==> config.mk <==
export PLATFORM = sky130hd
export DESIGN_NAME = psu_ram
export DESIGN_NICKNAME = d
export VERILOG_FILES = /design/src/hdl/psu_ram.sv
export SDC_FILE = /design/constraint.sdc
export NUM_CORES = 1
export LEC_CHECK = 0
export ABC_AREA = 0
export BUFFER_PORTS_ARGS = -buffer_cell sky130_fd_sc_hd__buf_2
export CORE_MARGIN = 2
export CORE_UTILIZATION = 50
export DETAILED_ROUTE_END_ITERATION = 10
export PLACE_DENSITY = 0.66
export RECOVER_POWER = 25
export SLEW_MARGIN = 30
export SYNTH_ARGS = -nofsm -noshare
export SYNTH_HDL_FRONTEND = slang
export SYNTH_SLANG_ARGS = --single-unit
==> constraint.sdc <==
create_clock -name i_clk -period 4.95 [get_ports i_clk]
set_input_delay 0.2475 -clock i_clk [delete_from_list [all_inputs] [get_ports i_clk]]
set_output_delay 0.2475 -clock i_clk [all_outputs]
set_load 0.02 [all_outputs]
==> src/hdl/psu_ram.sv <==
`timescale 1ns / 1ps
// ----------------------------------------------------------------------------
// Generic simple dual-port RAM
// One write port and one read port, read data registered.
// ----------------------------------------------------------------------------
module psu_ram #(
    parameter int unsigned WIDTH = 8,
    parameter int unsigned DEPTH = 64,
    parameter int unsigned AW    = (DEPTH > 1) ? $clog2(DEPTH) : 1
) (
    input  logic             i_clk,
    input  logic             i_we,
    input  logic [AW-1:0]    i_waddr,
    input  logic [WIDTH-1:0] i_wdata,
    input  logic [AW-1:0]    i_raddr,
    output logic [WIDTH-1:0] o_rdata
);

    logic [WIDTH-1:0] r_mem [DEPTH];
    logic [WIDTH-1:0] r_rdata;

    always_ff @(posedge i_clk) begin
        if (i_we) begin
            r_mem[i_waddr] <= i_wdata;
        end
        r_rdata <= r_mem[i_raddr];
    end

    assign o_rdata = r_rdata;

endmodule

Yosys cells after proc, flatten, opt, wreduce, memory -nomap -nowiden
Memory sizes are Yosys's and may differ from the RTL's. A register that Yosys moved wholly into a read port is not among the register bits.
Index checks and enable logic that the tools add are counted.

cells by class
  order comparisons = 0
  multiply operators = 0
  add/subtract/negate cells = 0
  divide/modulo/power cells = 0
  reductions and logical operators = 0
  eq/ne operators = 0
  shifts and indexed selects = 0
  muxes and demuxes = 2
  bitwise logic cells = 0

operators by type and width
  cell              number
  2-to-1 mux 1 bit  2

word-level totals
  bits in registers = 0
  ROM bits = 0
  memories kept = 1
  memory bits (writable) = 512
  latch bits = 0
  output and inout port bits = 8
  input bits = 22

memory list
  name   depth  width  rd ports  clocked after memory_dff  wr ports  line  source
  r_mem  64     8      1         1                         1         19    logic [WIDTH-1:0] r_mem [DEPTH];

Logic depth before layout (Yosys ltp)
Gate-level depths: netlist of the first run.

  depth after elaboration = 2
  gate-level depth with buffers = 9
  mapped depth without buffers = 5

Least setup slack after synthesis of the first run
Ideal clock, no wire load.

  kind = input port to flip-flop
  from = input i_raddr[1]
  to = register r_rdata[3], in the netlist o_rdata[3], read port of r_mem
  required time = 4.822 ns
  setup slack = 3.035 ns
  stages on the path = 7
  arrival = 1.787 ns
  path buffers = 3
  path through = buf_4 -> buf_2 -> buf_2 -> mux4_2 -> mux4_2 -> o21ai_1 -> o41ai_1

RTL lines
  element             line  source
  start: declaration  15    input logic [AW-1:0] i_raddr,
  end: declaration    20    logic [WIDTH-1:0] r_rdata;

==> key figures, run 1 <==
Synth
  • Post-synthesis sequential area ratio: 77.0%
  • Synthesized area: 20,200 µm²
  • Commonest register cell after synthesis: edfxtp_1
  • Unique masters post-synth: 40
  • Post-synth EDFFs: 512
  • Synthesis Warnings: 0
  • Mapped Nets: 962
  • Commonest cells post-synth: edfxtp_1 (512), mux4_2 (126), nor2_1 (83)
  • Post-synth top area share: 76.2%
  • Area leader, netlist: edfxtp_1
  • Count leader, synth: edfxtp_1
  • Synth Register Bits: 520
  • Synth Area per Inst: 21.5 µm²
  • Asr flop ratio synth: 0%
  • Ranking of synthesized cells by area: edfxtp_1 (76%), mux4_2 (14%), nor2_1 (1.5%)
  • Mapped Cells: 940

Clocking
  • Clock Tree Buf Depth: 3
  • Skew-Pair Late Insertion Delay: 0.58 ns
  • Root buf cell: clkbuf_16
  • CTS hold repair buffers: 0
  • Clock buffer count from CTS: 51
  • CTS sink cnt: 520
  • Post-CTS setup buffer count: 0
  • CTS tree: yes
  • H-tree Lvls: 2
  • Worst-path clk slew: 0.06 ns
  • Post-CTS Resized: 0

Timing
  • Slew HR: -98.0%
  • RSZ-0062 raised after global routing: false
  • Fin crit period: 2.54 ns
  • Count of pins over their slew limit: 390
  • WHS: 0.127 ns
  • Setup Viol. Count Final: 0
  • FMAX: 393 MHz
  • Final Hold Viols: 0
  • PnR worst setup slack: 2.41 ns
  • Max Clock Skew: 0.0126 ns
  • Slew @ Worst Pin: 2.97 ns
  • Final period util: 51.4%
  • Setup TNS: 0 ns

Detailed routing
  • DR WL/cell: 27.9 µm
  • # DRC: 0
  • Initial DRC Count: 1,057
  • ANT nets after route: 0
  • Via density: 6.16
  • 1st-pass router iterations: 8
  • Vias: 9,561
  • WL final: 43,200 µm

Critical path
  • Largest stage delay, worst path: 0.65 ns
  • R2R cell count: 4
  • WP data required: 5.39 ns
  • Startpoint types: input pin
  • Crit path arrival time: 2.98 ns
  • Max FO, Critical Path: 67
  • Critical Path End Type: flip-flop
  • R2R Path Start: r_mem[45][1]
  • Worst-path cell chain: clkbuf_8 > buf_4 > mux4_2 > nor2b_1 > a2111oi_0 > buf_4 > o41ai_1
  • Worst path slowest cell: a2111oi_0
  • Type of the worst setup path: in -> reg
  • CP dominant cell by count: buf_4
  • Worst reg2reg setup slack: 2.85 ns
  • RR Endpoint: o_rdata[1]

Worst hold path
  • Hold Path Depth: 3
  • Hold_sp: i_raddr[5]
  • Hold EP: o_rdata[2]
  • Hold Crit Class: in -> reg

Global route
  • Tot GR Track Use: 21.6%
  • Antenna violations before repair: 1
  • Global-route wire length before repair: 64,300 µm
  • Largest net degree at the start of global routing: 68
  • Grt total ovfl: 0
  • Number of global-route vias before repair: 9,623

Placement
  • Area after DPL: 20,800 µm²
  • GP Congestion: 0.828
  • DP HPWL: 25,500 µm
  • IO buf count: 29
  • Pre-CTS setup slack: 1.84 ns

Floorplanning
  • Die width: 205 µm
  • DIE AREA: 42,000 µm²
  • Die Span Y: 205 µm
  • Initial Utilization: 50.8%
  • Row count: 73
  • Top-Level Pins: 30
  • Core ar.: 39,700 µm²

Power and ir drop
  • Pwr/cell area: 418 nW/µm²
  • Max IR drop VDD: 0.000249 V
  • P_leak: 7.01 nW

Final layout
  • Antenna Cells: 0
  • Layout cell share with drive strength beyond 1: 25.3%
  • # nets final: 1,009
  • Syn-to-layout area delta: 12.1%
  • Cell area after layout: 22,600 µm²

Run
  • Max-cap violations: 6

Outcome
  • Violated checks: capacitance limit, slew limit
  • Run status: finished, violations left
-- how the worst max path moves through the flow --
stage	startpoint	end	slack (ns)	depth (start not counted)
final	i_raddr[0]	o_rdata[5]	2.41	7
after global routing	i_raddr[0]	o_rdata[5]	2.18	7
after CTS	i_raddr[0]	o_rdata[5]	2.37	7
after detailed placement	i_raddr[0]	o_rdata[5]	1.84	7
after global placement	i_raddr[0]	o_rdata[5]	1.80	7
after floorplan	i_raddr[1]	o_rdata[3]	3.03	7
-- kinds of logic after synthesis --
logic type      count (synthesis)  share of synthesized area, %
compound gates                 54                          2.07
mux                           162                          15.9
buf+inv                        51                          1.57
flops                         520                          77.0
simple gates                  153                          3.39
-- per-layer routing --
| metal | global-route usage [%] | part of all wire (%) |
|---|---|---|
| met1 | 31.4 | 42 |
| met2 | 33.4 | 48 |
| met3 | 3.69 | 7.5 |
| met4 | 7.56 | 2.8 |
| met5 | 0 | 0 |
-- placed cells by master (no fill, tap or decap), types with 11 or more instances in the layout --
cell	n
buf_2	20
bufinv_16	11
mux2_2	13
buf_4	16
edfxtp_1	512
mux2i_1	23
clkbuf_16	53
nand3_1	13
nor2b_1	14
mux4_2	126
nand2_1	19
clkbuf_1	16
nor2_1	78
-- critical path, delay by kind of cell --
family | cells | cell delay, ns
compound gates | 2 | 0.72
mux | 1 | 0.53
simple gates | 1 | 0.14
buf+inv | 3 | 1.22
-- final cells by class --
cell class,instances,area [µm²]
Clock inverter,28,412
Fill cell,2888,17100
Multi-Input combinational cell,369,4330
Sequential cell,520,15500
Clock buffer,64,1380
Tap cell,525,657
Timing Repair Buffer,45,297
-- sequential cells by signal, indices dropped and copies added (netlist names) --
name,flops
r_mem,512
o_rdata,8
-- where the power goes --
part	switching [W]	total (W)	internal (W)	leakage (nW)
Clock	0.00158	0.00412	0.00254	0.870
Sequential	0.0000170	0.00490	0.00488	4.67
Combinational	0.000278	0.000442	0.000163	1.47
-- per-stage QoR --
stage | cells | utilization, % | total power, W
global route | 1551 | 56.9 | 0.00973
floorplan | 940 | - | 0.00524
finish | 1551 | 56.9 | 0.00946
global placement | 1459 | 52.4 | 0.00543
CTS | 1551 | 56.9 | 0.00952
detailed placement | 1459 | 52.4 | 0.00543
Power figures use the tool's default switching activity.
==> inputs of run 2 (changes only) <==
Settings changed: ABC_AREA 0 to 1.
Clock period 4.95 ns to 2.62 ns, I/O delays scaled along.
==> key figures, run 2 <==
Timing
  • Fin crit period: 1.90 ns
  • Setup TNS: 0 ns (unchanged)
  • Max Clock Skew: 0.0254 ns (+0.0128 ns)
  • FMAX: 525 MHz
  • Final period util: 72.7%
  • RSZ-0062 raised after global routing: false
  • Count of pins over their slew limit: 223 (-43%)
  • Final Hold Viols: 0 (unchanged)
  • Slew HR: -66.7% (+31 points)
  • Slew @ Worst Pin: 2.50 ns (-0.470 ns)
  • Setup Viol. Count Final: 0 (unchanged)

Placement
  • Placed insts: 2,343 (+61%)
  • DP HPWL: 30,600 µm (+20%)
  • GP Congestion: 0.827 (-0.12%)
  • IO buf count: 29 (unchanged)

Synth
  • Commonest cells post-synth: nand2_1 (648), edfxtp_1 (512), nand3_1 (439)
  • Main combinational cell family by area after synthesis: simple AND/OR/NAND/NOR gates
  • Post-synthesis mux area share: 0% (-16 points)
  • Asr flop ratio synth: 0% (unchanged)
  • Xor/xnor share of the synthesized area: 0% (unchanged)
  • Count leader, synth: nand2_1
  • Synthesis Warnings: 0 (unchanged)
  • Mapped Nets: 1,827 (+90%)
  • Synth Area per Inst: 11.8 µm² (-45%)
  • Ranking of synthesized cells by area: edfxtp_1 (72%), nand2_1 (11%), nand3_1 (10%)
  • Post-Synth Adder-Cell Area: 0% (unchanged)
  • Synth Area in Simple Gates: 23.2% (+20 points)
  • Mapped Cells: 1,805 (+92%)
  • Synth Register Bits: 520 (unchanged)
  • Commonest register cell after synthesis: edfxtp_1
  • Synthesized area: 21,300 µm² (+5.8%)
  • Unique masters post-synth: 16 (-60%)
  • Area leader, netlist: edfxtp_1
  • Post-synthesis sequential area ratio: 72.8% (-4.2 points)
  • Post-synth top area share: 72.0% (-4.2 points)
  • Post-synth EDFFs: 512 (unchanged)
  • Synth Area in Compound Gates: 0% (-2.1 points)

Final layout
  • Syn-to-layout area delta: 12.2% (about the same)
  • Most frequent cells in the layout: nand2_1 (648), edfxtp_1 (512), nand3_1 (439)
  • Register Area: 15,500 µm² (unchanged)
  • Layout cell share with drive strength beyond 1: 9.75% (-16 points)
  • Final-layout fill cell count: 3,431 (+19%)
  • Largest reg by FF count: r_mem
  • # nets final: 1,885 (+87%)
  • Commonest non-fill, non-tap cell in the layout: nand2_1
  • Final std cells w/o fill: 2,447 (+58%)
  • Max reg flops: 512 (unchanged)
  • Area of the multi-input gates: 4950 µm² (+14%)

Floorplanning
  • Top-Level Pins: 30 (unchanged)
  • Die width: 211 µm (+2.8%)
  • Initial Utilization: 50.8% (about the same)
  • Die Span Y: 211 µm (+2.8%)
  • Core ar.: 42,000 µm² (+5.8%)
  • Row count: 75 (+2.7%)
  • DIE AREA: 44,300 µm² (+5.7%)

Global route
  • GRT met3 Usage: 4.57% (+0.88 points)
  • Met1 usage: 34.0% (+2.6 points)
  • Tot GR Track Use: 24.4% (+2.8 points)
  • Antenna violations before repair: 2 (+1)
  • Grt peak-use layer: met2
  • Number of global-route vias before repair: 13,294 (+38%)
  • Grt total ovfl: 0 (unchanged)
  • Largest net degree at the start of global routing: 117 (+72%)
  • Global-route wire length before repair: 80,400 µm (+25%)
  • Met2 GRT Util: 38.8% (+5.4 points)

Detailed routing
  • Initial DRC Count: 1,543 (+46%)
  • # DRC: 0 (unchanged)
  • 1st-pass router iterations: 7 (-1)
  • WL final: 53,100 µm (+23%)
  • DR WL/cell: 21.7 µm (-22%)
  • ANT nets after route: 0 (unchanged)
  • Via density: 5.67 (-8.1%)
  • Vias: 13,863 (+45%)

Critical path
  • Type of the worst setup path: in -> reg
  • Worst path slowest cell: clkbuf_1
  • WP buf/inv: 2 (-1)
  • Crit path arrival time: 2.33 ns (-0.65 ns)
  • Crit path from: i_wdata[3]
  • Critical Path End Type: flip-flop
  • Largest stage delay, worst path: 1.73 ns (+1.08 ns)
  • Worst-path cell chain: clkbuf_1 > buf_4
  • CP top delay family: buffers and inverters
  • R2R Path Start: r_mem[51][4]
  • Max FO, Critical Path: 49 (-27%)
  • WP data required: 3.05 ns (-2.34 ns)
  • Startpoint types: input pin

Clocking
  • Clock Tree Buf Depth: 3 (unchanged)
  • Post-CTS setup buffer count: 0 (unchanged)
  • Worst-path clk slew: 0.06 ns (about the same)
  • Clock buffer count from CTS: 53 (+3.9%)
  • Skew-Pair Late Insertion Delay: 0.61 ns (+0.03 ns)
  • CTS sink cnt: 520 (unchanged)
  • Root buf cell: clkbuf_16
  • CTS tree: yes
  • H-tree Lvls: 2 (unchanged)

Run
  • Max-cap violations: 7 (+1)

Power and ir drop
  • Pwr/cell area: 746 nW/µm² (+78%)
  • Max IR drop VDD: 0.000619 V (+150%)
  • P_leak: 8.72 nW (+24%)

Outcome
  • Violated checks: capacitance limit, slew limit
  • Run status: finished, violations left

Worst hold path
  • Hold_sp: i_raddr[4]
  • Hold Crit Class: in -> reg
run 2: cell types whose count changed in the layout (fill, tap and decap cells not counted), sizes merged, moves of 8 or more:
| cell | change |
|---|---|
| mux2 | -13 |
| inv | +14 |
| nor2b | -14 |
| o221ai | -8 |
| o22ai | -8 |
| mux2i | -23 |
| buf | +67 |
| mux4 | -126 |
| clkbuf | +11 |
| nand2 | +629 |
| nor2 | -27 |
| nand3 | +426 |
run 2: area by class of cell:
type                            instances  area share (%)
Antenna cell                            1          0.0105
Clock buffer                           75            6.31
Clock inverter                         24           0.915
Inverter                               12           0.220
Multi-Input combinational cell       1160            20.7
Sequential cell                       520            64.9
Tap cell                              539            2.82
Timing Repair Buffer                  116            4.16
run 2: final timing paths:
check,to,slack (ns),cells after the start
setup reg to reg,o_rdata[4],1.21,8
hold / removal,o_rdata[0],0.08,4
setup / recovery,r_mem[27][3],0.72,2
hold reg to reg,o_rdata[7],0.80,8
run 2: power breakdown:
group          internal [W]  leakage [nW]  switching, W
clock               0.00440         0.854       0.00310
combinational      0.000287          3.19      0.000820
sequential          0.00921          4.67     0.0000343
total                0.0139          8.72       0.00396
run 2: routing by layer:
metal / up-vias / routed length (µm)
met2: 512 / 25200
met5: - / 21
li1: 6471 / -
met3: 99 / 4060
met4: 4 / 1460
met1: 6777 / 22400
run 2: timing repair:
| item | 4_1_cts | 5_1_grt |
|---|---|---|
| endpoints found under the hold margin | 12 | 0 |
| gates resized for setup | 0 | 0 |
| hold buffers | 4 | 0 |
run 2: logic make-up after synthesis:
| group | Yosys count |
|---|---|
| buffers and inverters | 125 |
| DFF | 520 |
| and+or+nand+nor | 1160 |
run 2: per-stage QoR:
stage               total power, W  hold WS, ns  setup WS (ns)  cell area, µm²  util (%)
floorplan                   0.0101        0.230          0.723           21300         -
global placement            0.0105        0.530          0.662           22200      52.7
detailed placement          0.0105        0.525          0.687           22200      52.7
CTS                         0.0179       0.0470          0.818           23900      57.0
global route                0.0184       0.0955          0.513           23900      56.9
finish                      0.0179       0.0792          0.716           23900      56.9
